File: config.mk
export PLATFORM = sky130hd
export DESIGN_NAME = merge_sorter_core
export DESIGN_NICKNAME = d
export VERILOG_FILES = /design/src/design/ms_pkg.sv /design/src/design/ms_bank.sv /design/src/design/merge_sorter_core.sv
export SDC_FILE = /design/constraint.sdc
export NUM_CORES = 2
export LEC_CHECK = 0
export ABC_CLOCK_PERIOD_IN_PS = 9400
export BUFFER_PORTS_ARGS = -buffer_cell sky130_fd_sc_hd__buf_2
export CAP_MARGIN = 30
export CORE_UTILIZATION = 62
export CTS_CLUSTER_DIAMETER = 100
export DETAILED_ROUTE_END_ITERATION = 10
export PLACE_DENSITY = 0.78
export SYNTH_ARGS = -nofsm -noshare
export SYNTH_HDL_FRONTEND = slang
export SYNTH_SLANG_ARGS = --single-unit
File: constraint.sdc
create_clock -name clk -period 9.4 [get_ports clk]
set_input_delay 0.94 -clock clk [delete_from_list [all_inputs] [get_ports clk]]
set_output_delay 0.94 -clock clk [all_outputs]
set_load 0.02 [all_outputs]
File: src/design/ms_pkg.sv
// Shared constants and types for the merge sorter core.
`default_nettype none

package ms_pkg;

	localparam int CAPACITY = 32;
	localparam int DATA_W   = 32;
	localparam int ADDR_W   = $clog2(CAPACITY);
	localparam int CNT_W    = $clog2(CAPACITY + 1);

	typedef logic [DATA_W-1:0] word_t;
	typedef logic [ADDR_W-1:0] addr_t;
	typedef logic [CNT_W-1:0]  cnt_t;

	// One write port and two read ports of a storage bank.
	typedef struct packed {
		logic  we;
		addr_t waddr;
		word_t wdata;
		addr_t raddr_a;
		addr_t raddr_b;
	} ms_bank_req_t;

endpackage

`default_nettype wire

File: src/design/ms_bank.sv
// Storage bank: one write port, two registered read ports.
`default_nettype none

module ms_bank (
	input  wire                 clk,
	input  wire ms_pkg::ms_bank_req_t req,
	output ms_pkg::word_t       rdata_a,
	output ms_pkg::word_t       rdata_b
);
	import ms_pkg::*;

	word_t mem_q [CAPACITY];

	always_ff @(posedge clk) begin
		if (req.we) begin
			mem_q[req.waddr] <= req.wdata;
		end
		rdata_a <= mem_q[req.raddr_a];
		rdata_b <= mem_q[req.raddr_b];
	end

endmodule

`default_nettype wire

File: src/design/merge_sorter_core.sv
// Top level of the merge sorter: load, bottom-up merge passes and run output.
`default_nettype none

// Collects signed 32-bit values, one request per cycle on the slave side, into
// bank 0. The request with s_tlast high closes the set; the set is then sorted
// ascending (stable: on equal keys the left run goes first) and sent out on
// the master side with m_tlast on the final element and m_tuser set on every
// element if requests beyond the 32-entry capacity were dropped. A dropped
// request that carries tlast still closes the set. Sorting runs ceil(log2 n)
// merge passes that ping-pong between two banks; each merged element takes a
// bank read, then a compare and write back. Each output element is likewise
// read from the bank, then presented. No new request is taken until the run
// has been fully delivered.
module merge_sorter_core (
	input  wire                 clk,
	input  wire                 arst_n,
	input  wire                 s_tvalid,
	output logic                s_tready,
	input  wire  [31:0]         s_tdata,   // [31:0] value
	input  wire                 s_tlast,   // last element of the set
	output logic                m_tvalid,
	input  wire                 m_tready,
	output logic [31:0]         m_tdata,   // [31:0] sorted_value
	output logic                m_tlast,   // end_of_run
	output logic [0:0]          m_tuser    // [0] overflow
);
	import ms_pkg::*;

	localparam logic [2:0] ST_LOAD     = 3'd0;
	localparam logic [2:0] ST_READ     = 3'd1;
	localparam logic [2:0] ST_MERGE    = 3'd2;
	localparam logic [2:0] ST_OUT_RD   = 3'd3;
	localparam logic [2:0] ST_OUT_SHOW = 3'd4;

	typedef struct packed {
		cnt_t mid;
		cnt_t hi;
	} seg_t;

	// Bounds of the run pair that starts at lo: mid = min(lo+w, n), hi = min(lo+2w, n).
	function automatic seg_t seg_bounds(cnt_t lo, cnt_t w, cnt_t n);
		logic [CNT_W:0] sum1;
		logic [CNT_W:0] sum2;
		seg_t           s;
		sum1  = {1'b0, lo} + {1'b0, w};
		sum2  = sum1 + {1'b0, w};
		s.mid = (sum1 > {1'b0, n}) ? n : sum1[CNT_W-1:0];
		s.hi  = (sum2 > {1'b0, n}) ? n : sum2[CNT_W-1:0];
		return s;
	endfunction

	logic [2:0] state_q, state_d;
	cnt_t       count_q, count_d;
	logic       dropped_q, dropped_d;
	logic       src_sel_q, src_sel_d;   // bank holding the source runs
	cnt_t       width_q, width_d;
	cnt_t       mid_q, mid_d;
	cnt_t       hi_q, hi_d;
	cnt_t       i_q, i_d;
	cnt_t       j_q, j_d;
	cnt_t       k_q, k_d;

	ms_bank_req_t bank0_req, bank1_req;
	word_t        b0_rd_a, b0_rd_b, b1_rd_a, b1_rd_b;
	word_t        src_a, src_b;
	logic         take_a;
	word_t        merged;
	cnt_t         width_nxt;
	cnt_t         count_inc;
	seg_t         seg;
	logic         s_accept, m_accept;

	ms_bank u_bank0 (
		.clk     (clk),
		.req     (bank0_req),
		.rdata_a (b0_rd_a),
		.rdata_b (b0_rd_b)
	);

	ms_bank u_bank1 (
		.clk     (clk),
		.req     (bank1_req),
		.rdata_a (b1_rd_a),
		.rdata_b (b1_rd_b)
	);

	assign src_a  = src_sel_q ? b1_rd_a : b0_rd_a;
	assign src_b  = src_sel_q ? b1_rd_b : b0_rd_b;

	// Take the left head while the left run lasts and the right run is used up or its head is not smaller.
	assign take_a = (i_q < mid_q) &&
		((j_q >= hi_q) || ($signed(src_a) <= $signed(src_b)));
	assign merged = take_a ? src_a : src_b;

	assign width_nxt = {width_q[CNT_W-2:0], 1'b0};
	assign count_inc = count_q + cnt_t'(1);

	assign s_tready = (state_q == ST_LOAD);
	assign s_accept = s_tvalid && s_tready;

	assign m_tvalid = (state_q == ST_OUT_SHOW);
	assign m_tdata  = src_a;
	assign m_tlast  = (i_q + cnt_t'(1) == count_q);
	assign m_tuser  = dropped_q;
	assign m_accept = m_tvalid && m_tready;

	// Bank ports: both banks read the run heads; load writes bank 0, merge writes the other bank.
	always_comb begin
		bank0_req         = '0;
		bank1_req         = '0;
		bank0_req.raddr_a = i_q[ADDR_W-1:0];
		bank0_req.raddr_b = j_q[ADDR_W-1:0];
		bank1_req.raddr_a = i_q[ADDR_W-1:0];
		bank1_req.raddr_b = j_q[ADDR_W-1:0];
		if (s_accept && (count_q < cnt_t'(CAPACITY))) begin
			bank0_req.we    = 1'b1;
			bank0_req.waddr = count_q[ADDR_W-1:0];
			bank0_req.wdata = s_tdata;
		end
		if (state_q == ST_MERGE) begin
			if (src_sel_q) begin
				bank0_req.we    = 1'b1;
				bank0_req.waddr = k_q[ADDR_W-1:0];
				bank0_req.wdata = merged;
			end else begin
				bank1_req.we    = 1'b1;
				bank1_req.waddr = k_q[ADDR_W-1:0];
				bank1_req.wdata = merged;
			end
		end
	end

	always_comb begin
		state_d   = state_q;
		count_d   = count_q;
		dropped_d = dropped_q;
		src_sel_d = src_sel_q;
		width_d   = width_q;
		mid_d     = mid_q;
		hi_d      = hi_q;
		i_d       = i_q;
		j_d       = j_q;
		k_d       = k_q;
		seg       = '0;
		unique case (state_q)
			ST_LOAD: begin
				if (s_accept) begin
					// Store while room is left, otherwise drop and flag.
					if (count_q < cnt_t'(CAPACITY)) begin
						count_d = count_inc;
					end else begin
						dropped_d = 1'b1;
					end
					if (s_tlast) begin
						src_sel_d = 1'b0;
						width_d   = cnt_t'(1);
						if (count_d <= cnt_t'(1)) begin
							i_d     = '0;
							state_d = ST_OUT_RD;
						end else begin
							seg     = seg_bounds('0, cnt_t'(1), count_d);
							mid_d   = seg.mid;
							hi_d    = seg.hi;
							i_d     = '0;
							j_d     = seg.mid;
							k_d     = '0;
							state_d = ST_READ;
						end
					end
				end
			end
			ST_READ: begin
				state_d = ST_MERGE;
			end
			ST_MERGE: begin
				state_d = ST_READ;
				if (take_a) begin
					i_d = i_q + cnt_t'(1);
				end else begin
					j_d = j_q + cnt_t'(1);
				end
				k_d = k_q + cnt_t'(1);
				if (k_q + cnt_t'(1) == hi_q) begin
					if (hi_q == count_q) begin
						// Pass done: swap banks, double the run width.
						src_sel_d = !src_sel_q;
						width_d   = width_nxt;
						if (width_nxt >= count_q) begin
							i_d     = '0;
							state_d = ST_OUT_RD;
						end else begin
							seg   = seg_bounds('0, width_nxt, count_q);
							mid_d = seg.mid;
							hi_d  = seg.hi;
							i_d   = '0;
							j_d   = seg.mid;
							k_d   = '0;
						end
					end else begin
						// Advance to the next pair of runs in this pass.
						seg   = seg_bounds(hi_q, width_q, count_q);
						mid_d = seg.mid;
						hi_d  = seg.hi;
						i_d   = hi_q;
						j_d   = seg.mid;
						k_d   = hi_q;
					end
				end
			end
			ST_OUT_RD: begin
				state_d = ST_OUT_SHOW;
			end
			ST_OUT_SHOW: begin
				// Hold the read address and data until the request is taken.
				if (m_accept) begin
					if (i_q + cnt_t'(1) == count_q) begin
						count_d   = '0;
						dropped_d = 1'b0;
						state_d   = ST_LOAD;
					end else begin
						i_d     = i_q + cnt_t'(1);
						state_d = ST_OUT_RD;
					end
				end
			end
			default: begin
				state_d = ST_LOAD;
			end
		endcase
	end

	always_ff @(posedge clk or negedge arst_n) begin
		if (!arst_n) begin
			state_q   <= ST_LOAD;
			count_q   <= '0;
			dropped_q <= 1'b0;
			src_sel_q <= 1'b0;
			width_q   <= '0;
			mid_q     <= '0;
			hi_q      <= '0;
			i_q       <= '0;
			j_q       <= '0;
			k_q       <= '0;
		end else begin
			state_q   <= state_d;
			count_q   <= count_d;
			dropped_q <= dropped_d;
			src_sel_q <= src_sel_d;
			width_q   <= width_d;
			mid_q     <= mid_d;
			hi_q      <= hi_d;
			i_q       <= i_d;
			j_q       <= j_d;
			k_q       <= k_d;
		end
	end

endmodule

`default_nettype wire

==> impl_metrics.ini <==
[outcome]
outcome = completed

[clock_tree]
ctsHoldBuffers = 0
cts_buffer_depth = 3
clock_latency_ns = 0.85
path_clk_slew_ns = 0.06
cts_tree = built
root_buffer = clkbuf_16
ctsResizeCount = 0
cts_inserted_buffers = 216
cts_setup_buffers = 0
cts_sinks = 2223
htreeDepth = 4

[synth]
synth_seq_cells = 2223
synthArstFlopShare = 0.0211
syn_area_per_cell_um2 = 18.1
synth_ff_type = edfxtp_1
yosysWarnings = 0
synthesis.instances = 5727
synth_area_um2 = 104000
ys_seq_area_frac = 0.628
synth_edf_count = 2048
syn-num-nets = 5847
ys_types = 71

[timing]
fin_ws_ns = 3.34
slew_viol_final = 0
min_period_ns = 6.06
setup_viol = 0
maxSlewHeadroom = 0.280
final-hold-violation-count = 0
finClkSkew_ns = 0.0393
fin_crit_sh = 0.645
fmax_mhz = 165
tns_ns = 0
worst_slew_pin_slew_ns = 1.08
rsz0062_at_grt = no

[routing]
wl_um = 311000
drtAntennaViolNets = 0
vias = 63438
firstDrtPassIters = 7
post_drt_wl_per_cell_um = 38.3
route.detailed.drc = 0
detail_route.iter0.violations = 10156
routed_via_density = 7.81

[min_path]
hold_class = in -> async

[global_routing]
grt_start_max_net_pins = 128
grt_pass1_wl_um = 442000
grtUsageMet2 = 0.548
grt_usage = 0.370
grt_use_met1 = 0.517
top_usage_layer = met2
antenna_found_initial = 11
grt-ovfl-total = 0
use_met3 = 0.105
first_global_vias = 62638

[worst_setup_path]
reg2reg_depth = 12
r2r_slack_ns = 3.34
cp_data_arrival_time_ns = 6.54
worstSetupEndpointType = flop
startpoint_type = flop
r2r-start = src_sel_q
cp.required_ns = 9.88
crit_fanout = 48
r2r_end = u_bank0.mem_q[6][22]
critPathKind = reg -> reg

[layout]
syn_to_final_growth_pct = 10.3
drive_above_1_share = 0.301
finalNetCount = 5855
fillerInstances = 10163

[die]
core_um2 = 166000
initial_core_util = 0.627
rows = 149
die-area_um2 = 169000
die_y_um = 411
dieWidth_um = 411
ios = 73

[run]
drv_cap = 0

[placed_design]
post-dp-hpwl_um = 164000
pre_cts_ws_ns = 3.65
portBuffers = 72
gp_congestion = 0.977

[pwr]
vdd_ir_drop_max_v = 0.000568
p_leak_nw = 37.1
power_density_nw_per_um2 = 316
[critical path, stage by stage (launching register included)]
cell and delay, ns:
dfrtp_4 0.66, buf_4 0.70, mux2_2 0.44, ha_1 0.35, a21oi_1 0.18, o21ai_0 0.11, a221oi_1 0.75, nor2_1 0.12
a2111o_1 0.50, and2_2 0.45, buf_16 0.27, a21oi_1 0.16, a22o_1 0.86
[worst max path at each step]
stage,startpoint,endpoint,slack [ns],depth (start not counted)
3_3_place_gp,src_sel_q,u_bank0.mem_q[1][0],3.58,11
2_1_floorplan,src_sel_q,u_bank0.mem_q[0][0],4.26,16
3_5_place_dp,src_sel_q,u_bank0.mem_q[0][23],3.65,12
5_1_grt,src_sel_q,u_bank0.mem_q[19][21],3.34,12
4_1_cts,src_sel_q,u_bank0.mem_q[23][28],3.60,12
6_report,src_sel_q,u_bank0.mem_q[6][22],3.34,12
[report_power, final]
group | total [W] | leakage, nW | internal [W] | switching [W]
logic | 0.0140 | 13.0 | 0.00582 | 0.00814
registers | 0.0134 | 20.6 | 0.0126 | 0.000762
clock network | 0.00881 | 3.51 | 0.00503 | 0.00378
total | 0.0362 | 37.1 | 0.0235 | 0.0127
[registers in the layout, summed over array words and instances (netlist names)]
register	count
u_bank0.mem_q	1024
u_bank1.mem_q	1024
u_bank0.rdata_a	32
u_bank0.rdata_b	32
u_bank1.rdata_a	32
u_bank1.rdata_b	32
count_q	6
hi_q	6
i_q	6
j_q	6
k_q	6
mid_q	6
width_q	6
state_q	3
m_tuser	1
src_sel_q	1
[Yosys cell counts, types with 47 or more instances]
cell,n,share of area
buf_1,60,0.0022
o221ai_1,126,0.011
mux2i_1,398,0.038
dfxtp_1,128,0.025
buf_2,125,0.0060
ha_1,81,0.0098
o21ai_0,154,0.0074
o22ai_1,125,0.0075
edfxtp_1,2048,0.59
mux4_2,926,0.20
dfrtp_1,47,0.011
mux2_2,217,0.024
nand2_1,199,0.0072
a21oi_1,302,0.015
o31ai_1,61,0.0044
clkbuf_1,244,0.0088
nor2_1,99,0.0036
[routing by layer]
layer	routed length [µm]	part of all wire
met4	16300	0.052
met1	107000	0.34
met5	66	0.00021
met2	141000	0.45
met3	47200	0.15
[placed cells by master (no fill, tap or decap), types with 47 or more instances in the layout]
cell,synthesis,routed
edfxtp_1,2048,2048
mux4_2,926,926
mux2i_1,398,398
a21oi_1,302,302
clkbuf_16,0,229
mux2_2,217,217
nand2_1,199,197
o21ai_0,154,153
dfxtp_1,128,128
o221ai_1,126,126
o22ai_1,125,125
buf_4,2,122
ha_1,81,81
buf_2,125,72
nor2_4,0,66
o31ai_1,61,61
clkbuf_1,244,47
[logic make-up (layout without fill, tap and decap cells)]
| kind of cell | after synthesis | after routing | share of synthesized area |
|---|---|---|---|
| muxes | 1541 | 1541 | 0.263 |
| adders and majority gates | 83 | 83 | 0.0101 |
| xor gates and xnor gates | 36 | 36 | 0.00317 |
| other | 0 | 5 | 0 |
| AOI/OAI and AO/OA | 930 | 930 | 0.0580 |
| and+or+nand+nor | 439 | 439 | 0.0190 |
| buffers and inverters | 475 | 672 | 0.0190 |
| DFF | 2223 | 2223 | 0.628 |
[final cells by class]
| cell class | count | area (µm²) | area share |
|---|---|---|---|
| Antenna cell | 5 | 12.5 | 0.000109 |
| Clock buffer | 284 | 5970 | 0.0521 |
| Clock inverter | 123 | 1180 | 0.0103 |
| Inverter | 39 | 154 | 0.00134 |
| Multi-Input combinational cell | 3029 | 37200 | 0.325 |
| Sequential cell | 2223 | 65300 | 0.570 |
| Tap cell | 2189 | 2740 | 0.0239 |
| Timing Repair Buffer | 226 | 2050 | 0.0179 |
[through the flow]
step	instance area [µm²]	util	hold slack, ns	power (W)	instances
3_5_place_dp	107000	0.647	0.471	0.0271	7692
4_1_cts	114000	0.690	0.213	0.0358	8099
5_1_grt	115000	0.692	0.265	0.0373	8113
3_3_place_gp	107000	0.645	0.462	0.0267	7683
2_1_floorplan	104000	-	0.443	0.0229	5727
6_report	115000	0.692	0.221	0.0362	8118
(Power assumes the default switching activity.)
